## src/design/rdc_pkg.sv

```systemverilog
// Shared types and constants for the radix digit converter.
// Used by every module of the block; depends on nothing else.
`timescale 1ns / 1ps

package rdc_pkg;

	// Default sizing of the block.
	localparam int RDC_MAX_DIGITS = 32;
	localparam int RDC_VALUE_BITS = 31;

	// A digit and the base are one byte wide.
	localparam int DIGIT_BITS = 8;

	// Base after reset, and the smallest base that is used.
	localparam logic [DIGIT_BITS-1:0] RADIX_RESET = 8'd10;
	localparam logic [DIGIT_BITS-1:0] RADIX_MIN   = 8'd2;

	// Back end sequencer states.
	typedef enum logic [2:0] {
		ST_IDLE,
		ST_START,
		ST_WAIT,
		ST_READ,
		ST_EMIT
	} back_state_t;

	// Handshake between the sequencer and the divider.
	typedef struct packed {
		logic busy;
		logic done;
	} div_status_t;

endpackage

```

## src/design/rdc_front.sv

```systemverilog
// Front end of the radix digit converter: accepts input items, marks zero values
// and holds them in a two-entry queue for the back end. Depends on rdc_pkg.
`timescale 1ns / 1ps

module rdc_front #(
	parameter int VALUE_BITS = rdc_pkg::RDC_VALUE_BITS
) (
	input  logic                                clk,
	input  logic                                arst_n,
	input  logic                                s_axis_tvalid,
	output logic                                s_axis_tready,
	input  logic [((VALUE_BITS+7)/8)*8-1:0]     s_axis_tdata,  // value, zero padded
	output logic                                q_valid,
	output logic                                q_zero,
	output logic [VALUE_BITS-1:0]               q_value,
	input  logic                                q_pop
);
	import rdc_pkg::*;

	logic [VALUE_BITS-1:0] val_q [2];
	logic                  zero_q [2];
	logic                  wr_ptr_q;
	logic                  rd_ptr_q;
	logic [1:0]            fill_q;
	logic                  push;
	logic                  pop;
	logic [VALUE_BITS-1:0] in_value;

	// Bits above the value width are ignored.
	assign in_value      = s_axis_tdata[VALUE_BITS-1:0];
	assign s_axis_tready = (fill_q != 2'd2);
	assign push          = s_axis_tvalid && s_axis_tready;
	assign pop           = q_pop && q_valid;

	assign q_valid = (fill_q != 2'd0);
	assign q_zero  = zero_q[rd_ptr_q];
	assign q_value = val_q[rd_ptr_q];

	// Queue storage: the zero flag is worked out once, on the way in.
	always_ff @(posedge clk) begin
		if (push) begin
			val_q[wr_ptr_q]  <= in_value;
			zero_q[wr_ptr_q] <= (in_value == '0);
		end
	end

	// Queue pointers and fill level.
	always_ff @(posedge clk or negedge arst_n) begin
		if (!arst_n) begin
			wr_ptr_q <= 1'b0;
			rd_ptr_q <= 1'b0;
			fill_q   <= 2'd0;
		end else begin
			if (push) begin
				wr_ptr_q <= ~wr_ptr_q;
			end
			if (pop) begin
				rd_ptr_q <= ~rd_ptr_q;
			end
			if (push && !pop) begin
				fill_q <= fill_q + 2'd1;
			end else if (pop && !push) begin
				fill_q <= fill_q - 2'd1;
			end
		end
	end

endmodule

```

## src/design/rdc_div.sv

```systemverilog
// Restoring divider of the radix digit converter: one quotient bit per cycle,
// giving the quotient and the remainder of a value by the base. Depends on rdc_pkg.
`timescale 1ns / 1ps

module rdc_div #(
	parameter int VALUE_BITS = rdc_pkg::RDC_VALUE_BITS
) (
	input  logic                            clk,
	input  logic                            arst_n,
	input  logic                            start,
	input  logic [VALUE_BITS-1:0]           dividend,
	input  logic [rdc_pkg::DIGIT_BITS-1:0]  divisor,
	output rdc_pkg::div_status_t            status,
	output logic [VALUE_BITS-1:0]           quotient,
	output logic [rdc_pkg::DIGIT_BITS-1:0]  remainder
);
	import rdc_pkg::*;

	localparam int CNT_W = $clog2(VALUE_BITS + 1);

	logic [VALUE_BITS-1:0] quo_q;
	logic [DIGIT_BITS-1:0] rem_q;
	logic [DIGIT_BITS-1:0] div_q;
	logic [CNT_W-1:0]      cnt_q;
	logic                  busy_q;
	logic                  done_q;
	logic [DIGIT_BITS:0]   trial;
	logic [DIGIT_BITS:0]   diff;
	logic                  fits;

	// One trial subtraction of the shifted remainder.
	assign trial = {rem_q, quo_q[VALUE_BITS-1]};
	assign diff  = trial - {1'b0, div_q};
	assign fits  = (trial >= {1'b0, div_q});

	assign status.busy = busy_q;
	assign status.done = done_q;
	assign quotient    = quo_q;
	assign remainder   = rem_q;

	// Datapath: the dividend shifts out at the top while quotient bits enter below.
	always_ff @(posedge clk) begin
		if (start) begin
			quo_q <= dividend;
			rem_q <= '0;
			div_q <= divisor;
		end else if (busy_q) begin
			quo_q <= {quo_q[VALUE_BITS-2:0], fits};
			rem_q <= fits ? diff[DIGIT_BITS-1:0] : trial[DIGIT_BITS-1:0];
		end
	end

	// Bit counter and status.
	always_ff @(posedge clk or negedge arst_n) begin
		if (!arst_n) begin
			cnt_q  <= '0;
			busy_q <= 1'b0;
			done_q <= 1'b0;
		end else begin
			done_q <= 1'b0;
			if (start) begin
				cnt_q  <= CNT_W'(VALUE_BITS);
				busy_q <= 1'b1;
			end else if (busy_q) begin
				cnt_q <= cnt_q - 1'b1;
				if (cnt_q == CNT_W'(1)) begin
					busy_q <= 1'b0;
					done_q <= 1'b1;
				end
			end
		end
	end

	// A new division never starts over one in progress.
	a_start_idle: assert property (@(posedge clk) disable iff (!arst_n)
		start |-> !busy_q)
		else $error("divider started while busy");

	// A finished remainder is always a valid digit of the base.
	a_rem_range: assert property (@(posedge clk) disable iff (!arst_n)
		done_q |-> (rem_q < div_q))
		else $error("remainder not below divisor");

endmodule

```

## src/design/rdc_back.sv

```systemverilog
// Back end of the radix digit converter: runs the divisions, keeps the digit
// stack and emits the digits most significant first. Depends on rdc_pkg, rdc_div.
`timescale 1ns / 1ps

module rdc_back #(
	parameter int MAX_DIGITS = rdc_pkg::RDC_MAX_DIGITS,
	parameter int VALUE_BITS = rdc_pkg::RDC_VALUE_BITS
) (
	input  logic                            clk,
	input  logic                            arst_n,
	input  logic [rdc_pkg::DIGIT_BITS-1:0]  radix,
	input  logic                            q_valid,
	input  logic                            q_zero,
	input  logic [VALUE_BITS-1:0]           q_value,
	output logic                            q_pop,
	output logic                            m_axis_tvalid,
	input  logic                            m_axis_tready,
	output logic [rdc_pkg::DIGIT_BITS-1:0]  m_axis_tdata,  // digit
	output logic                            m_axis_tlast   // last_digit
);
	import rdc_pkg::*;

	localparam int CNT_W = $clog2(MAX_DIGITS + 1);
	localparam int IDX_W = $clog2(MAX_DIGITS);

	back_state_t           state_q;
	back_state_t           state_d;
	logic [CNT_W-1:0]      cnt_q;
	logic [CNT_W-1:0]      cnt_inc;
	logic [CNT_W-1:0]      cnt_dec;
	logic [VALUE_BITS-1:0] rest_q;
	logic [DIGIT_BITS-1:0] base;
	logic [DIGIT_BITS-1:0] stack_mem [MAX_DIGITS];
	logic [DIGIT_BITS-1:0] rd_data_q;
	logic [DIGIT_BITS-1:0] digit_q;
	logic                  last_q;
	logic                  out_valid_q;
	logic                  out_free;
	logic                  div_start;
	div_status_t           div_status;
	logic [VALUE_BITS-1:0] div_quo;
	logic [DIGIT_BITS-1:0] div_rem;
	logic                  load_zero;
	logic                  load_rest;
	logic                  store_digit;
	logic                  read_digit;
	logic                  load_out;

	// A base of zero or one is taken as two.
	assign base = (radix < RADIX_MIN) ? RADIX_MIN : radix;

	assign cnt_inc  = cnt_q + 1'b1;
	assign cnt_dec  = cnt_q - 1'b1;
	assign out_free = !out_valid_q || m_axis_tready;

	assign m_axis_tvalid = out_valid_q;
	assign m_axis_tdata  = digit_q;
	assign m_axis_tlast  = last_q;

	rdc_div #(
		.VALUE_BITS(VALUE_BITS)
	) u_div (
		.clk       (clk),
		.arst_n    (arst_n),
		.start     (div_start),
		.dividend  (rest_q),
		.divisor   (base),
		.status    (div_status),
		.quotient  (div_quo),
		.remainder (div_rem)
	);

	// Sequencer state register.
	always_ff @(posedge clk or negedge arst_n) begin
		if (!arst_n) begin
			state_q <= ST_IDLE;
		end else begin
			state_q <= state_d;
		end
	end

	// Next state and control strobes.
	always_comb begin
		state_d     = state_q;
		q_pop       = 1'b0;
		div_start   = 1'b0;
		load_zero   = 1'b0;
		load_rest   = 1'b0;
		store_digit = 1'b0;
		read_digit  = 1'b0;
		load_out    = 1'b0;
		case (state_q)
			ST_IDLE: begin
				if (q_valid) begin
					q_pop = 1'b1;
					if (q_zero) begin
						load_zero = 1'b1;
						state_d   = ST_READ;
					end else begin
						load_rest = 1'b1;
						state_d   = ST_START;
					end
				end
			end
			ST_START: begin
				div_start = 1'b1;
				state_d   = ST_WAIT;
			end
			ST_WAIT: begin
				if (div_status.done) begin
					store_digit = 1'b1;
					if (div_quo == '0 || cnt_inc == CNT_W'(MAX_DIGITS)) begin
						state_d = ST_READ;
					end else begin
						state_d = ST_START;
					end
				end
			end
			ST_READ: begin
				read_digit = 1'b1;
				state_d    = ST_EMIT;
			end
			ST_EMIT: begin
				if (out_free) begin
					load_out = 1'b1;
					state_d  = (cnt_q == '0) ? ST_IDLE : ST_READ;
				end
			end
			default: begin
				state_d = ST_IDLE;
			end
		endcase
	end

	// Digit stack: pushed at the fill level, popped from the top.
	always_ff @(posedge clk) begin
		if (load_zero) begin
			stack_mem[0] <= '0;
		end else if (store_digit) begin
			stack_mem[cnt_q[IDX_W-1:0]] <= div_rem;
		end
		if (read_digit) begin
			rd_data_q <= stack_mem[cnt_dec[IDX_W-1:0]];
		end
	end

	// Remaining quotient carried between divisions.
	always_ff @(posedge clk) begin
		if (load_rest) begin
			rest_q <= q_value;
		end else if (store_digit) begin
			rest_q <= div_quo;
		end
	end

	// Stack fill level.
	always_ff @(posedge clk or negedge arst_n) begin
		if (!arst_n) begin
			cnt_q <= '0;
		end else if (load_zero) begin
			cnt_q <= CNT_W'(1);
		end else if (store_digit) begin
			cnt_q <= cnt_inc;
		end else if (read_digit) begin
			cnt_q <= cnt_dec;
		end
	end

	// Output register: holds a digit until the sink takes it.
	always_ff @(posedge clk) begin
		if (load_out) begin
			digit_q <= rd_data_q;
			last_q  <= (cnt_q == '0);
		end
	end

	always_ff @(posedge clk or negedge arst_n) begin
		if (!arst_n) begin
			out_valid_q <= 1'b0;
		end else if (load_out) begin
			out_valid_q <= 1'b1;
		end else if (m_axis_tready) begin
			out_valid_q <= 1'b0;
		end
	end

	// The stack never holds more digits than it has room for.
	a_cnt_range: assert property (@(posedge clk) disable iff (!arst_n)
		cnt_q <= CNT_W'(MAX_DIGITS))
		else $error("digit stack overfilled");

	// The final digit of a run leaves the stack empty and the sequencer idle.
	a_last_idle: assert property (@(posedge clk) disable iff (!arst_n)
		(load_out && cnt_q == '0) |=> (state_q == ST_IDLE && cnt_q == '0))
		else $error("run ended with digits left");

	// The divider only runs while the sequencer waits for its result.
	a_busy_wait: assert property (@(posedge clk) disable iff (!arst_n)
		div_status.busy |-> (state_q == ST_WAIT))
		else $error("divider busy outside the wait state");

endmodule

```

## src/design/radix_digit_converter.sv

```systemverilog
// Radix digit converter: converts each input value to its digits in the base held
// in the radix register, most significant digit first, and flags the final digit
// with tlast. A zero value gives the single digit 0; a base below two counts as two.
// Items are taken into a two-entry queue while earlier items are converted. Every
// digit costs one pass over all VALUE_BITS bits of the shared one-bit-per-cycle
// divider, with ST_START to start it and ST_WAIT to store the remainder, then
// ST_READ and ST_EMIT to pop and emit it; the sink holding off delays a waiting
// digit. With the default 31-bit value the largest value has ten digits in base
// ten, and up to 31 digits in base two. A zero value skips the divider.
// Depends on rdc_pkg, rdc_front and rdc_back.
`timescale 1ns / 1ps

module radix_digit_converter #(
	parameter int MAX_DIGITS = rdc_pkg::RDC_MAX_DIGITS,
	parameter int VALUE_BITS = rdc_pkg::RDC_VALUE_BITS
) (
	input  logic                            clk,
	input  logic                            arst_n,
	input  logic                            cfg_we,
	input  logic [rdc_pkg::DIGIT_BITS-1:0]  cfg_wdata,      // radix
	input  logic                            s_axis_tvalid,
	output logic                            s_axis_tready,
	input  logic [((VALUE_BITS+7)/8)*8-1:0] s_axis_tdata,   // value, zero padded
	output logic                            m_axis_tvalid,
	input  logic                            m_axis_tready,
	output logic [rdc_pkg::DIGIT_BITS-1:0]  m_axis_tdata,   // digit
	output logic                            m_axis_tlast    // last_digit
);
	import rdc_pkg::*;

	logic [DIGIT_BITS-1:0] radix_q;
	logic                  q_valid;
	logic                  q_zero;
	logic [VALUE_BITS-1:0] q_value;
	logic                  q_pop;

	// Base register.
	always_ff @(posedge clk or negedge arst_n) begin
		if (!arst_n) begin
			radix_q <= RADIX_RESET;
		end else if (cfg_we) begin
			radix_q <= cfg_wdata;
		end
	end

	rdc_front #(
		.VALUE_BITS(VALUE_BITS)
	) u_front (
		.clk           (clk),
		.arst_n        (arst_n),
		.s_axis_tvalid (s_axis_tvalid),
		.s_axis_tready (s_axis_tready),
		.s_axis_tdata  (s_axis_tdata),
		.q_valid       (q_valid),
		.q_zero        (q_zero),
		.q_value       (q_value),
		.q_pop         (q_pop)
	);

	rdc_back #(
		.MAX_DIGITS(MAX_DIGITS),
		.VALUE_BITS(VALUE_BITS)
	) u_back (
		.clk           (clk),
		.arst_n        (arst_n),
		.radix         (radix_q),
		.q_valid       (q_valid),
		.q_zero        (q_zero),
		.q_value       (q_value),
		.q_pop         (q_pop),
		.m_axis_tvalid (m_axis_tvalid),
		.m_axis_tready (m_axis_tready),
		.m_axis_tdata  (m_axis_tdata),
		.m_axis_tlast  (m_axis_tlast)
	);

endmodule
```

## config.mk

```make
export PLATFORM = sky130hd
export DESIGN_NAME = radix_digit_converter
export DESIGN_NICKNAME = d
export VERILOG_FILES = /design/src/design/rdc_pkg.sv /design/src/design/rdc_front.sv /design/src/design/rdc_div.sv /design/src/design/rdc_back.sv /design/src/design/radix_digit_converter.sv
export SDC_FILE = /design/constraint.sdc
export NUM_CORES = 1
export LEC_CHECK = 0
export BUFFER_PORTS_ARGS = -buffer_cell sky130_fd_sc_hd__buf_2
export CORE_ASPECT_RATIO = 0.8
export CORE_MARGIN = 1
export CORE_UTILIZATION = 30
export CTS_BUF_LIST = sky130_fd_sc_hd__clkbuf_16
export CTS_CLUSTER_DIAMETER = 120
export DETAILED_ROUTE_END_ITERATION = 8
export PLACE_DENSITY = 0.57
export SYNTH_ARGS = -nofsm -noshare
export SYNTH_HDL_FRONTEND = slang
export SYNTH_SLANG_ARGS = --single-unit
```

## constraint.sdc

```tcl
create_clock -name clk -period 2.7 [get_ports clk]
set_clock_uncertainty 0.05 [all_clocks]
set_input_delay 0 -clock clk [delete_from_list [all_inputs] [get_ports clk]]
set_output_delay 0 -clock clk [all_outputs]
set_load 0.05 [all_outputs]
```

==> metrics.txt <==
Critical R2R Launch u_back.cnt_q[0]$_DFFE_PN0P_; Hold Fails Final Rpt 0; clk slew on worst S/H paths 0.07 ns; Post-synth EDFFs 407; Power Density 667.6 nW/µm²; post-route ant nets 0; Post-CTS Setup Bufs 0; Critical Path AT 2.74 ns; commonest cells in the netlist edfxtp_1 (407), nand2_1 (160), nor2_1 (85); first-pass GRT wire length 60540 µm; Die W 277.1 µm; drt drc 0; CTS tree yes; RSZ-0062 raised after global routing no; Hold WS 0.1302 ns; FILL cells 5579; Synth Instances 1139; worst vdd ir 433.5 µV; syn avg cell area 15.94 µm²; crit share post-route 0.9197; antenna cells 0; fin. max-slew vios 0; crit path time final 2.483 ns; clock root cell clkbuf_16; Worst Setup End Kind register; Cell variety after synth 67; number of endpoints failing setup at the final stage 0; Hold Path Cell Cnt 2; CP max FO 8; Worst slew margin 0.4152; CTS Buffer Depth 3; GP Congestion 0.7992; vias 10010; capturing point of the worst reg2reg path u_back.rd_data_q[1]$_DFFE_PP_; outcome finished, final reports clean; R2R Setup Slk 0.22 ns; Critical-path top delay cell dfrtp_4; die height 222.1 µm; Total Power 14.51 mW; largest net degree at the start of global routing 63; WL final 39140 µm; gr ovfl total 0; Die Area 61530 µm²; Yosys warning total 0; critical path class register to register; Worst Tran Pin Value 0.8743 ns; clk_lat worst skew 0.56 ns; DR WL/cell 18.54 µm; Reg2Reg Depth 8; critical path's largest stage delay 0.49 ns; IO Pins 56; clk sinks 444; Port Buffer Count 54; htree depth 2; CP required 2.96 ns; crit-path cells inv_1 > ha_2 > nand2b_1 > mux2i_1 > a21oi_1 > o22ai_2 > a32oi_1 > and3_1; leading area contributor after synthesis edfxtp_1; max cap viols 0; Finished Layout Cells 2111; CP startpoint kind register; most frequent cell after synthesis edfxtp_1; vias in the first global route 10130; Hold WC Path Type primary input to register; setup TNS 0 ns; initial drt markers 887; TritonRoute pass-1 iters 5; Detailed Place HPWL 24100 µm; Net Count, Synth 1199; # rows 80; Worst Min Path Start s_axis_tdata[21]; Synth Flop Type edfxtp_1; Synth area leaders edfxtp_1 (67%), mux4_2 (7.9%), dfrtp_1 (3.7%); share of cells above drive strength 1 0.2147; Initial Util 0.3039; Post-Synthesis Cell Area 18160 µm²; core footprint 59760 µm²; LEAKAGE 6.772 nW; GRT Util Overall 0.1276; vias per inst 4.743; worst hold endpoint u_front.val_q[1][21]$_DFFE_PP_; Num CTS Buffers 44; FF+latch count, synth 444; initial antenna violation count 0; Area Growth Syn to Fin 19.69%; Placed Cells 1980; fin nets 1359; ys async rst share 0.06532; Seq/Total Area, Yosys 0.7219; post-synth top area share 0.6730; fmax 402.7 MHz
==> logic make-up after synthesis <==
logic type               share of synthesized area
multiplexers                                0.1108
XOR/XNOR                                  0.007165
AND/OR/NAND/NOR                            0.09122
AO/OA/AOI/OAI                              0.03713
buffers and inverters                      0.02108
flip-flops                                  0.7219
adder cells (fa/ha/maj)                    0.01075
==> registers in the layout (all words and copies together), names as in the netlist, 2 cells and up <==
| signal | cells |
|---|---|
| u_front.fill_q | 2 |
| u_front.val_q | 62 |
| u_back.u_div.quotient | 31 |
| u_back.rest_q | 31 |
| u_front.zero_q | 2 |
| u_back.rd_data_q | 8 |
| u_back.stack_mem | 256 |
| u_back.u_div.div_q | 8 |
| radix_q | 8 |
| u_back.state_q | 3 |
| u_back.m_axis_tdata | 8 |
| u_back.u_div.cnt_q | 5 |
| u_back.u_div.remainder | 8 |
| u_back.cnt_q | 6 |
==> layout by cell type (no fill, tap or decap), types with 5 or more instances in the layout <==
master | netlist | layout
a21oi_1 | 43 | 43
a32oi_1 | 8 | 8
and2_1 | 9 | 8
and3_1 | 12 | 12
buf_12 | 0 | 8
buf_2 | 17 | 54
buf_4 | 11 | 63
bufinv_16 | 0 | 6
clkbuf_16 | 0 | 45
clkinv_1 | 1 | 9
clkinv_2 | 0 | 5
dfrtp_1 | 27 | 25
dfxtp_1 | 8 | 8
dlygate4sd3_1 | 0 | 52
edfxtp_1 | 407 | 407
ha_1 | 14 | 12
inv_1 | 17 | 26
mux2_2 | 8 | 8
mux2i_1 | 48 | 48
mux4_2 | 64 | 64
nand2_1 | 160 | 160
nand2b_1 | 10 | 10
nand3_1 | 27 | 27
nand4_1 | 6 | 6
nor2_1 | 85 | 83
nor2b_1 | 5 | 5
nor3_1 | 11 | 11
nor4_1 | 15 | 15
o21a_1 | 6 | 6
o21ai_0 | 13 | 13
xnor2_1 | 7 | 6
xor2_1 | 6 | 6
==> metrics by stage <==
| step | instance area [µm²] | util | setup WS [ns] |
|---|---|---|---|
| finish | 21740 | 0.3638 | 0.2169 |
| global route | 21740 | 0.3638 | 0.1110 |
| CTS | 21720 | 0.3635 | 0.1758 |
| detailed placement | 19750 | 0.3305 | 0.1746 |
| global placement | 19750 | 0.3305 | 0.2407 |
| floorplan | 18160 | - | 0.1979 |
==> cell type report <==
| cell class | count | area, µm² | area share |
|---|---|---|---|
| flip-flops and latches | 444 | 13120 | 0.6034 |
| well taps | 779 | 974.7 | 0.04484 |
| multi-input cells | 614 | 4703 | 0.2164 |
| clock inverters | 34 | 326.6 | 0.01502 |
| repair buffers | 177 | 1424 | 0.06550 |
| clock buffers | 45 | 1126 | 0.05180 |
| inverters | 18 | 67.56 | 0.003108 |
==> worst max-delay path, delay by kind of cell, from the launching register on <==
kind	cells	cell delay, ns
DFF	1	0.49
muxes	1	0.15
and+or+nand+nor	2	0.36
AOI/OAI and AO/OA	3	0.69
buffers and inverters	1	0.16
adders and majority gates	1	0.37
==> report_power, final <==
part,switching [mW],internal [mW]
clock network,2.58,3.60
logic,0.322,0.215
registers,0.0785,7.71
==> timing repair <==
action,4_1_cts,5_1_grt
endpoints found under the setup margin,0,5
gates resized for setup,0,2
hold buffers,52,0
endpoints found under the hold margin,119,0
==> metal layers <==
metal  wire length, µm  part of all wire  GRT usage  vias to the layer above
li1                  -                 -          -                     4667
met1             18680              0.48     0.1864                     5079
met3              2218             0.057    0.02698                       48
met2             17660              0.45     0.1941                      218
met5                 0                 0          0                        -
met4               578             0.015    0.02903                        0
==> worst max path at each step <==
| stage | startpoint | slack (ns) | to |
|---|---|---|---|
| after floorplan | u_back.cnt_q[0]$_DFFE_PN0P_ | 0.20 | u_back.rd_data_q[7]$_DFFE_PP_ |
| after global placement | u_back.cnt_q[0]$_DFFE_PN0P_ | 0.24 | u_back.rd_data_q[5]$_DFFE_PP_ |
| after detailed placement | u_back.cnt_q[0]$_DFFE_PN0P_ | 0.17 | u_back.rd_data_q[2]$_DFFE_PP_ |
| after CTS | u_back.cnt_q[0]$_DFFE_PN0P_ | 0.18 | u_back.rd_data_q[1]$_DFFE_PP_ |
| after global routing | u_back.cnt_q[0]$_DFFE_PN0P_ | 0.11 | u_back.rd_data_q[2]$_DFFE_PP_ |
| final | u_back.cnt_q[0]$_DFFE_PN0P_ | 0.22 | u_back.rd_data_q[1]$_DFFE_PP_ |
Note: power is estimated with default switching activity, not from simulation.
